<file path="src/hw/rtl/complex_multilook_decimator_assert.svh">
// Assertion macros used by the multilook decimator RTL.
`ifndef COMPLEX_MULTILOOK_DECIMATOR_ASSERT_SVH
`define COMPLEX_MULTILOOK_DECIMATOR_ASSERT_SVH

// Same-cycle implication, sampled on clk and disabled while rst_n is low.
`define CMLD_ASSERT_IMP(lbl, ante, cons, msg) \
    lbl: assert property (@(posedge clk) disable iff (!rst_n) (ante) |-> (cons)) \
        else $error(msg);

// Next-cycle implication, sampled on clk and disabled while rst_n is low.
`define CMLD_ASSERT_NXT(lbl, ante, cons, msg) \
    lbl: assert property (@(posedge clk) disable iff (!rst_n) (ante) |=> (cons)) \
        else $error(msg);

`endif

</file>
<file path="src/hw/rtl/cmld_pkg.sv">
// Types, constants and helper functions of the multilook decimator.
package cmld_pkg;

    localparam int MAX_LINE_WIDTH  = 16384;
    localparam int MAX_OUT_COLUMNS = 8192;

    localparam int SAMPLE_W = 16;
    localparam int LW_W     = 15;
    localparam int RS_W     = 2;
    localparam int AS_W     = 3;
    localparam int CC_W     = 14;
    localparam int GC_W     = 3;
    localparam int RIG_W    = 4;
    localparam int COL_W    = $clog2(MAX_OUT_COLUMNS);
    localparam int OC_W     = COL_W + 1;
    localparam int RSUM_W   = 19;
    localparam int CSUM_W   = 21;
    localparam int CFG_IDX_W  = 2;
    localparam int CFG_DATA_W = 15;

    typedef enum logic [CFG_IDX_W-1:0] {
        CFG_LINE_WIDTH    = 2'd0,
        CFG_RANGE_SHIFT   = 2'd1,
        CFG_AZIMUTH_SHIFT = 2'd2
    } cmld_cfg_idx_t;

    // Work for the column stage produced by one accepted sample.
    typedef struct packed {
        logic signed [RSUM_W-1:0] sum_re;
        logic signed [RSUM_W-1:0] sum_im;
        logic [RS_W-1:0]          rshift;
        logic [AS_W-1:0]          ashift;
        logic [COL_W-1:0]         col;
        logic                     first;
        logic                     wr;
        logic                     emit;
        logic                     last;
    } cmld_cmd_t;

    // Arithmetic shift right that rounds toward zero, as a signed divide by 2^sh.
    function automatic logic signed [CSUM_W-1:0] trunc_shift(
        input logic signed [CSUM_W-1:0] v,
        input logic [AS_W-1:0]          sh
    );
        logic [CSUM_W-1:0] bias;
        bias = v[CSUM_W-1] ? ((CSUM_W'(1) << sh) - CSUM_W'(1)) : '0;
        return (v + $signed(bias)) >>> sh;
    endfunction

endpackage

</file>
<file path="src/hw/rtl/cmld_ctrl.sv">
// Configuration registers, raster counters and range summing.
module cmld_ctrl
    import cmld_pkg::*;
(
    input  logic                       clk,
    input  logic                       rst_n,
    input  logic                       cfg_we,
    input  logic [CFG_IDX_W-1:0]       cfg_index,
    input  logic [CFG_DATA_W-1:0]      cfg_data,
    input  logic                       accept,
    input  logic signed [SAMPLE_W-1:0] in_real,
    input  logic signed [SAMPLE_W-1:0] in_imag,
    input  logic                       frame_start,
    output cmld_cmd_t                  cmd
);

    logic [LW_W-1:0]          line_width_reg;
    logic [RS_W-1:0]          range_shift_reg;
    logic [AS_W-1:0]          azimuth_shift_reg;
    logic signed [RSUM_W-1:0] range_sum_re_reg, range_sum_im_reg;
    logic [CC_W-1:0]          column_count_reg;
    logic [GC_W-1:0]          group_count_reg;
    logic [RIG_W-1:0]         row_in_group_reg;
    logic [OC_W-1:0]          out_column_reg;

    logic signed [RSUM_W-1:0] range_sum_re_next, range_sum_im_next;
    logic [CC_W-1:0]          column_count_next;
    logic [GC_W-1:0]          group_count_next;
    logic [RIG_W-1:0]         row_in_group_next;
    logic [OC_W-1:0]          out_column_next;

    logic [RS_W-1:0]  rs_eff;
    logic [AS_W-1:0]  as_eff;
    logic [GC_W:0]    rlook;
    logic [RIG_W:0]   alook;
    logic [LW_W-1:0]  width;
    logic [OC_W-1:0]  ncols;
    logic [CC_W-1:0]  cc0;
    logic [GC_W-1:0]  gc0;
    logic [RIG_W-1:0] rig0;
    logic [OC_W-1:0]  oc0;
    logic [LW_W-1:0]  cc1;
    logic [GC_W:0]    gc1;
    logic [RIG_W:0]   rig1;
    logic             complete;
    logic             hit;
    logic             last_row;
    logic             row_done;

    always_comb
    begin
        rs_eff = (range_shift_reg == '0) ? RS_W'(1) : range_shift_reg;
        if (azimuth_shift_reg == '0)
        begin
            as_eff = AS_W'(1);
        end
        else if (azimuth_shift_reg > AS_W'(4))
        begin
            as_eff = AS_W'(4);
        end
        else
        begin
            as_eff = azimuth_shift_reg;
        end
        rlook = (GC_W+1)'(1) << rs_eff;
        alook = (RIG_W+1)'(1) << as_eff;

        width = (line_width_reg > LW_W'(MAX_LINE_WIDTH)) ? LW_W'(MAX_LINE_WIDTH)
                                                         : line_width_reg;
        if (width == '0)
        begin
            width = LW_W'(1);
        end
        ncols = OC_W'(width >> rs_eff);

        cc0  = frame_start ? '0 : column_count_reg;
        gc0  = frame_start ? '0 : group_count_reg;
        rig0 = frame_start ? '0 : row_in_group_reg;
        oc0  = frame_start ? '0 : out_column_reg;

        if (gc0 == '0)
        begin
            range_sum_re_next = RSUM_W'(in_real);
            range_sum_im_next = RSUM_W'(in_imag);
        end
        else
        begin
            range_sum_re_next = range_sum_re_reg + RSUM_W'(in_real);
            range_sum_im_next = range_sum_im_reg + RSUM_W'(in_imag);
        end

        gc1      = {1'b0, gc0} + (GC_W+1)'(1);
        complete = (gc1 >= rlook);
        hit      = complete && (oc0 < ncols);
        rig1     = {1'b0, rig0} + (RIG_W+1)'(1);
        last_row = (rig1 >= alook);

        group_count_next = complete ? '0 : gc1[GC_W-1:0];
        out_column_next  = oc0;
        if (complete && (oc0 < OC_W'(MAX_OUT_COLUMNS)))
        begin
            out_column_next = oc0 + OC_W'(1);
        end

        cc1               = {1'b0, cc0} + LW_W'(1);
        row_done          = (cc1 >= width);
        column_count_next = cc1[CC_W-1:0];
        row_in_group_next = rig0;
        if (row_done)
        begin
            column_count_next = '0;
            group_count_next  = '0;
            out_column_next   = '0;
            row_in_group_next = last_row ? '0 : rig1[RIG_W-1:0];
        end

        cmd.sum_re = range_sum_re_next;
        cmd.sum_im = range_sum_im_next;
        cmd.rshift = rs_eff;
        cmd.ashift = as_eff;
        cmd.col    = oc0[COL_W-1:0];
        cmd.first  = (rig0 == '0);
        cmd.wr     = hit;
        cmd.emit   = hit && last_row;
        cmd.last   = ((oc0 + OC_W'(1)) == ncols);
    end

    always_ff @(posedge clk or negedge rst_n)
    begin
        if (!rst_n)
        begin
            line_width_reg    <= LW_W'(MAX_LINE_WIDTH);
            range_shift_reg   <= RS_W'(1);
            azimuth_shift_reg <= AS_W'(1);
            range_sum_re_reg  <= '0;
            range_sum_im_reg  <= '0;
            column_count_reg  <= '0;
            group_count_reg   <= '0;
            row_in_group_reg  <= '0;
            out_column_reg    <= '0;
        end
        else
        begin
            if (cfg_we)
            begin
                unique case (cfg_index)
                    CFG_LINE_WIDTH:    line_width_reg    <= cfg_data[LW_W-1:0];
                    CFG_RANGE_SHIFT:   range_shift_reg   <= cfg_data[RS_W-1:0];
                    CFG_AZIMUTH_SHIFT: azimuth_shift_reg <= cfg_data[AS_W-1:0];
                    default:           ;
                endcase
            end
            if (accept)
            begin
                range_sum_re_reg <= range_sum_re_next;
                range_sum_im_reg <= range_sum_im_next;
                column_count_reg <= column_count_next;
                group_count_reg  <= group_count_next;
                row_in_group_reg <= row_in_group_next;
                out_column_reg   <= out_column_next;
            end
        end
    end

endmodule

</file>
<file path="config.mk">
export PLATFORM = sky130hd
export DESIGN_NAME = cmld_ctrl
export DESIGN_NICKNAME = d
export VERILOG_FILES = /design/src/hw/rtl/complex_multilook_decimator_assert.svh /design/src/hw/rtl/cmld_pkg.sv /design/src/hw/rtl/cmld_ctrl.sv
export SDC_FILE = /design/constraint.sdc
export NUM_CORES = 1
export LEC_CHECK = 0
export BUFFER_PORTS_ARGS = -buffer_cell sky130_fd_sc_hd__buf_2
export CORE_ASPECT_RATIO = 0.5
export CORE_UTILIZATION = 40
export CTS_CLUSTER_SIZE = 12
export DETAILED_ROUTE_END_ITERATION = 12
export MAX_ROUTING_LAYER = met4
export PLACE_DENSITY_LB_ADDON = 0.12
export SLEW_MARGIN = 20
export SYNTH_ARGS = -nofsm -noshare
export SYNTH_HDL_FRONTEND = slang
export SYNTH_SLANG_ARGS = --single-unit
</file>
<file path="constraint.sdc">
create_clock -name clk -period 9.8 [get_ports clk]
set_input_delay 1.96 -clock clk [delete_from_list [all_inputs] [get_ports clk]]
set_output_delay 1.96 -clock clk [all_outputs]
set_load 0.01 [all_outputs]
</file>
==> metrics.md <==
| Metric | Value |
|---|---|
| Global-route wire length before repair | `35300 um` |
| Result of the run | `complete, no violations` |
| Detailed-route vias per instance | `5.52` |
| CTS sink count | `93` |
| Total I/O pin count | `114` |
| Number of synthesized flops with an enable pin | `0` |
| Cell taking the most area after synthesis | `sky130_fd_sc_hd__dfrtp_1` |
| Static power due to leakage | `0.00435 uW` |
| Syn Std Cell Area | `8220 um^2` |
| Highest achievable clock rate | `0.144 GHz` |
| Initial core utilization | `41.6%` |
| HPWL after detailed placement | `15900 um` |
| Via count of the routed design | `around 7400` |
| Syn nets | `1131` |
| Total negative setup slack | `0 ps` |
| Reg-to-reg slack, setup | `5310 ps` |
| Kind of path behind the tightest hold check | `reg -> reg` |
| Total count of hold-check failures in the final report | `0` |
| Peak fanout along the critical path | `42` |
| Most heavily used metal layer in global routing | `met2` |
| Number of antenna repair diodes | `0` |
| Full die area | `21200 um^2` |
| Number of buffers created by CTS | `9` |
| Total Wirelength | `about 22000 um` |
| Min-Delay Startpoint | `out_column_reg[13]$_DFFE_PN0P_` |
| Worst R2R Start | `column_count_reg[0]$_DFFE_PN0P_` |
| Number of levels the H-tree was split into | `3` |
| Core area | `a little under 20000 um^2` |
| Number of violations reported at the end of detailed-routing iteration 0 | `406` |
| Top cell type's share of synthesized area | `27.4%` |
| Final critical path time including I/O delays and setup | `6950 ps` |
| Slew at the pin with the worst max-slew slack | `964 ps` |
| Sort of element at the end of the critical path | `output pin` |
| Sequential-to-total area share from yosys stat | `between 20% and 30%` |
| Synth Instances | `996` |
| Synthesized area per cell | `8.26 um^2` |
| CTS tree | `done` |
| Setup CP Type | `in -> out` |
| Placement row count | `36` |
| Area of the multi-input gates | `5510 um^2` |
| Maximum number of pins on one net before global-route repair | `between 60 and 70` |
| Reported max-cap violation count | `0` |
| Cell variety after synth | `67` |
| R2R Path End | `row_in_group_reg[0]$_DFFE_PN0P_` |
| Max Buffers Root-to-Sink | `2` |
| Met3 Track Usage GR | `4.86%` |
| Cell area power density | `245 nW/um^2` |
| Root buffer cell | `sky130_fd_sc_hd__clkbuf_16` |
| PostCTS Resize Cnt | `0` |
| Worst EP arrival | `4990 ps` |
| Worst Hold Depth | `1` |
| Post-CTS Repair Setup Buffers | `0` |
| Top flip-flop cell by instance count after synthesis | `sky130_fd_sc_hd__dfrtp_1` |
| Tot GR Track Use | `21.9%` |
| Clk pin slew, worst setup/hold paths | `~80 ps` |
| FF+latch count, synth | `93` |
| Most instantiated cells after synthesis | `sky130_fd_sc_hd__nand2_1, sky130_fd_sc_hd__dfrtp_1, sky130_fd_sc_hd__nor2_1` |
| Count of filler cells inserted in the layout | `about 1900` |
| CTS Hold Bufs | `0` |
| Yosys warning total | `0` |
| Number of global-route vias before repair | `6986` |
| Clock latency reported for the late side of the worst-skew pair | `370 ps` |
| Startpoint type of the worst setup path | `input port` |
| Maximum ir drop on the vdd rail | `137 uV` |
| Number of antenna violations at the first check in global routing | `0` |
| Share of final-layout standard cells stronger than drive strength 1 | `between 10% and 20%` |
| Synthesis-to-layout area growth | `12.9%` |
| Unrepaired setup endpoints after global routing | `false` |
| Worst-case clock skew | `11.1 ps` |
| Worst Hold Endpoint | `out_column_reg[13]$_DFFE_PN0P_` |
| Proportion of register bits with asynchronous set or reset after synthesis | `100%` |
| GR Util met1 | `29.5%` |
| Required time reported for the critical path endpoint | `slightly below 8000 ps` |
| Height of the chip | `103 um` |
| Post-route ant nets | `0` |
| Post-route worst hold slack | `491 ps` |
| Most frequent cell after synthesis | `sky130_fd_sc_hd__nand2_1` |
| Residual DRC | `0` |
| Top area cells in the synthesized netlist | `sky130_fd_sc_hd__dfrtp_1, sky130_fd_sc_hd__ha_1, sky130_fd_sc_hd__mux2_2, sky130_fd_sc_hd__a21oi_1, sky130_fd_sc_hd__nand2_1` |
| Slew HR | `35.5%` |
| Total gr overflow | `0` |
| Final layout net count | `about 1200` |
| Width of the die | `205 um` |
| Detailed Routing Iterations Pass 1 | `5` |
| Final period util | `71.0%` |
| Global routing usage on met2 | `33.2%` |
| Final setup vio count | `0` |
| Placer Congestion | `0.940` |
| FF-to-FF path depth | `16` |
| Post-DR wirelength/cell | `16.0 um` |
| Seq. cell area | `2330 um^2` |
| Number of max-slew violations in the final report | `0` |
| Count of input and output buffers | `between 100 and 150` |
-- layout make-up --
type	instances	area share, %
timing repair buffer	118	6.55
clock inverter	5	0.458
clock buffer	11	2.72
multi-input combinational	799	59.3
sequential	93	25.1
tap	266	3.58
inverter	56	2.26
-- kinds of logic after synthesis --
logic type | after synthesis | synth area share [%]
and+or+nand+nor | 340 | 20.0
AOI/OAI and AO/OA | 265 | 20.5
buffers and inverters | 104 | 4.90
DFF | 93 | 28.3
adders and majority gates | 81 | 12.5
muxes | 62 | 8.25
xor gates and xnor gates | 50 | 5.42
other | 1 | 0.0456
-- power breakdown --
part | leakage [uW] | internal, uW | switching [uW]
clock network | 0.000143 | 189 | 171
logic | 0.00306 | 559 | 747
registers | 0.00115 | 498 | 108
total | 0.00435 | 1250 | 1030
-- metal layers --
layer,up-vias,part of all wire (%)
li1,3744,-
met1,3516,50
met2,167,43
met3,20,5.2
met4,0,1.1
met5,-,0
-- critical path: stages --
cell                       delay, ps
sky130_fd_sc_hd__buf_2           240
sky130_fd_sc_hd__buf_4           450
sky130_fd_sc_hd__nor2_1          160
sky130_fd_sc_hd__inv_1            90
sky130_fd_sc_hd__ha_1            180
sky130_fd_sc_hd__and2_1          760
sky130_fd_sc_hd__buf_4           360
sky130_fd_sc_hd__a211oi_1         80
sky130_fd_sc_hd__a31oi_1         140
sky130_fd_sc_hd__o211ai_1        130
sky130_fd_sc_hd__xnor2_1         230
sky130_fd_sc_hd__buf_2           170
-- layout by cell type, fill, tap and decap left out, types with 4 or more instances in the layout --
cell type and count:
sky130_fd_sc_hd__nor2b_1 20, sky130_fd_sc_hd__buf_2 111, sky130_fd_sc_hd__o21ai_0 59, sky130_fd_sc_hd__o31ai_1 6, sky130_fd_sc_hd__a31oi_1 16, sky130_fd_sc_hd__o22ai_1 8, sky130_fd_sc_hd__nand2b_1 15, sky130_fd_sc_hd__a21o_1 26
sky130_fd_sc_hd__inv_1 55, sky130_fd_sc_hd__or3_1 16, sky130_fd_sc_hd__nor2_1 82, sky130_fd_sc_hd__nand3b_1 7, sky130_fd_sc_hd__o211ai_1 12, sky130_fd_sc_hd__dfrtp_1 90, sky130_fd_sc_hd__clkbuf_16 9, sky130_fd_sc_hd__o21a_1 13
sky130_fd_sc_hd__nand2_1 96, sky130_fd_sc_hd__nor4_1 7, sky130_fd_sc_hd__ha_1 79, sky130_fd_sc_hd__and2_1 4, sky130_fd_sc_hd__buf_4 7, sky130_fd_sc_hd__or2_2 5, sky130_fd_sc_hd__nand3_1 41, sky130_fd_sc_hd__xor2_1 20
sky130_fd_sc_hd__a31o_2 6, sky130_fd_sc_hd__xnor2_1 29, sky130_fd_sc_hd__nor3_1 10, sky130_fd_sc_hd__a21oi_1 73, sky130_fd_sc_hd__o31a_1 7, sky130_fd_sc_hd__nand4_1 7, sky130_fd_sc_hd__and3_1 17, sky130_fd_sc_hd__a211oi_1 7
sky130_fd_sc_hd__mux2i_1 16, sky130_fd_sc_hd__a22o_1 4, sky130_fd_sc_hd__mux2_2 46
-- metrics by stage --
step                      worst slack (ps)  power [uW]  utilization (%)  instance area, um^2  instances
after global placement                2860        1890             45.4                 8980       1332
after CTS                             2820        2290             46.9                 9280       1348
after floorplan                       2940        1560                -                 8220        996
after detailed placement              2840        1910             45.4                 8980       1332
final                                 2850        2270             47.0                 9290       1348
after global routing                  2510        2490             47.0                 9290       1348
-- worst max-delay path by stage --
| stage | from | endpoint | slack [ps] | cells past startpoint |
|---|---|---|---|---|
| final | frame_start | cmd[40] | 2850 | 12 |
| after detailed placement | frame_start | cmd[40] | 2840 | 12 |
| after CTS | frame_start | cmd[40] | 2820 | 12 |
| after global placement | frame_start | cmd[40] | 2860 | 12 |
| after floorplan | frame_start | cmd[0] | 2940 | 14 |
| after global routing | frame_start | cmd[40] | 2510 | 12 |
Note: power is estimated with default switching activity, not from simulation.
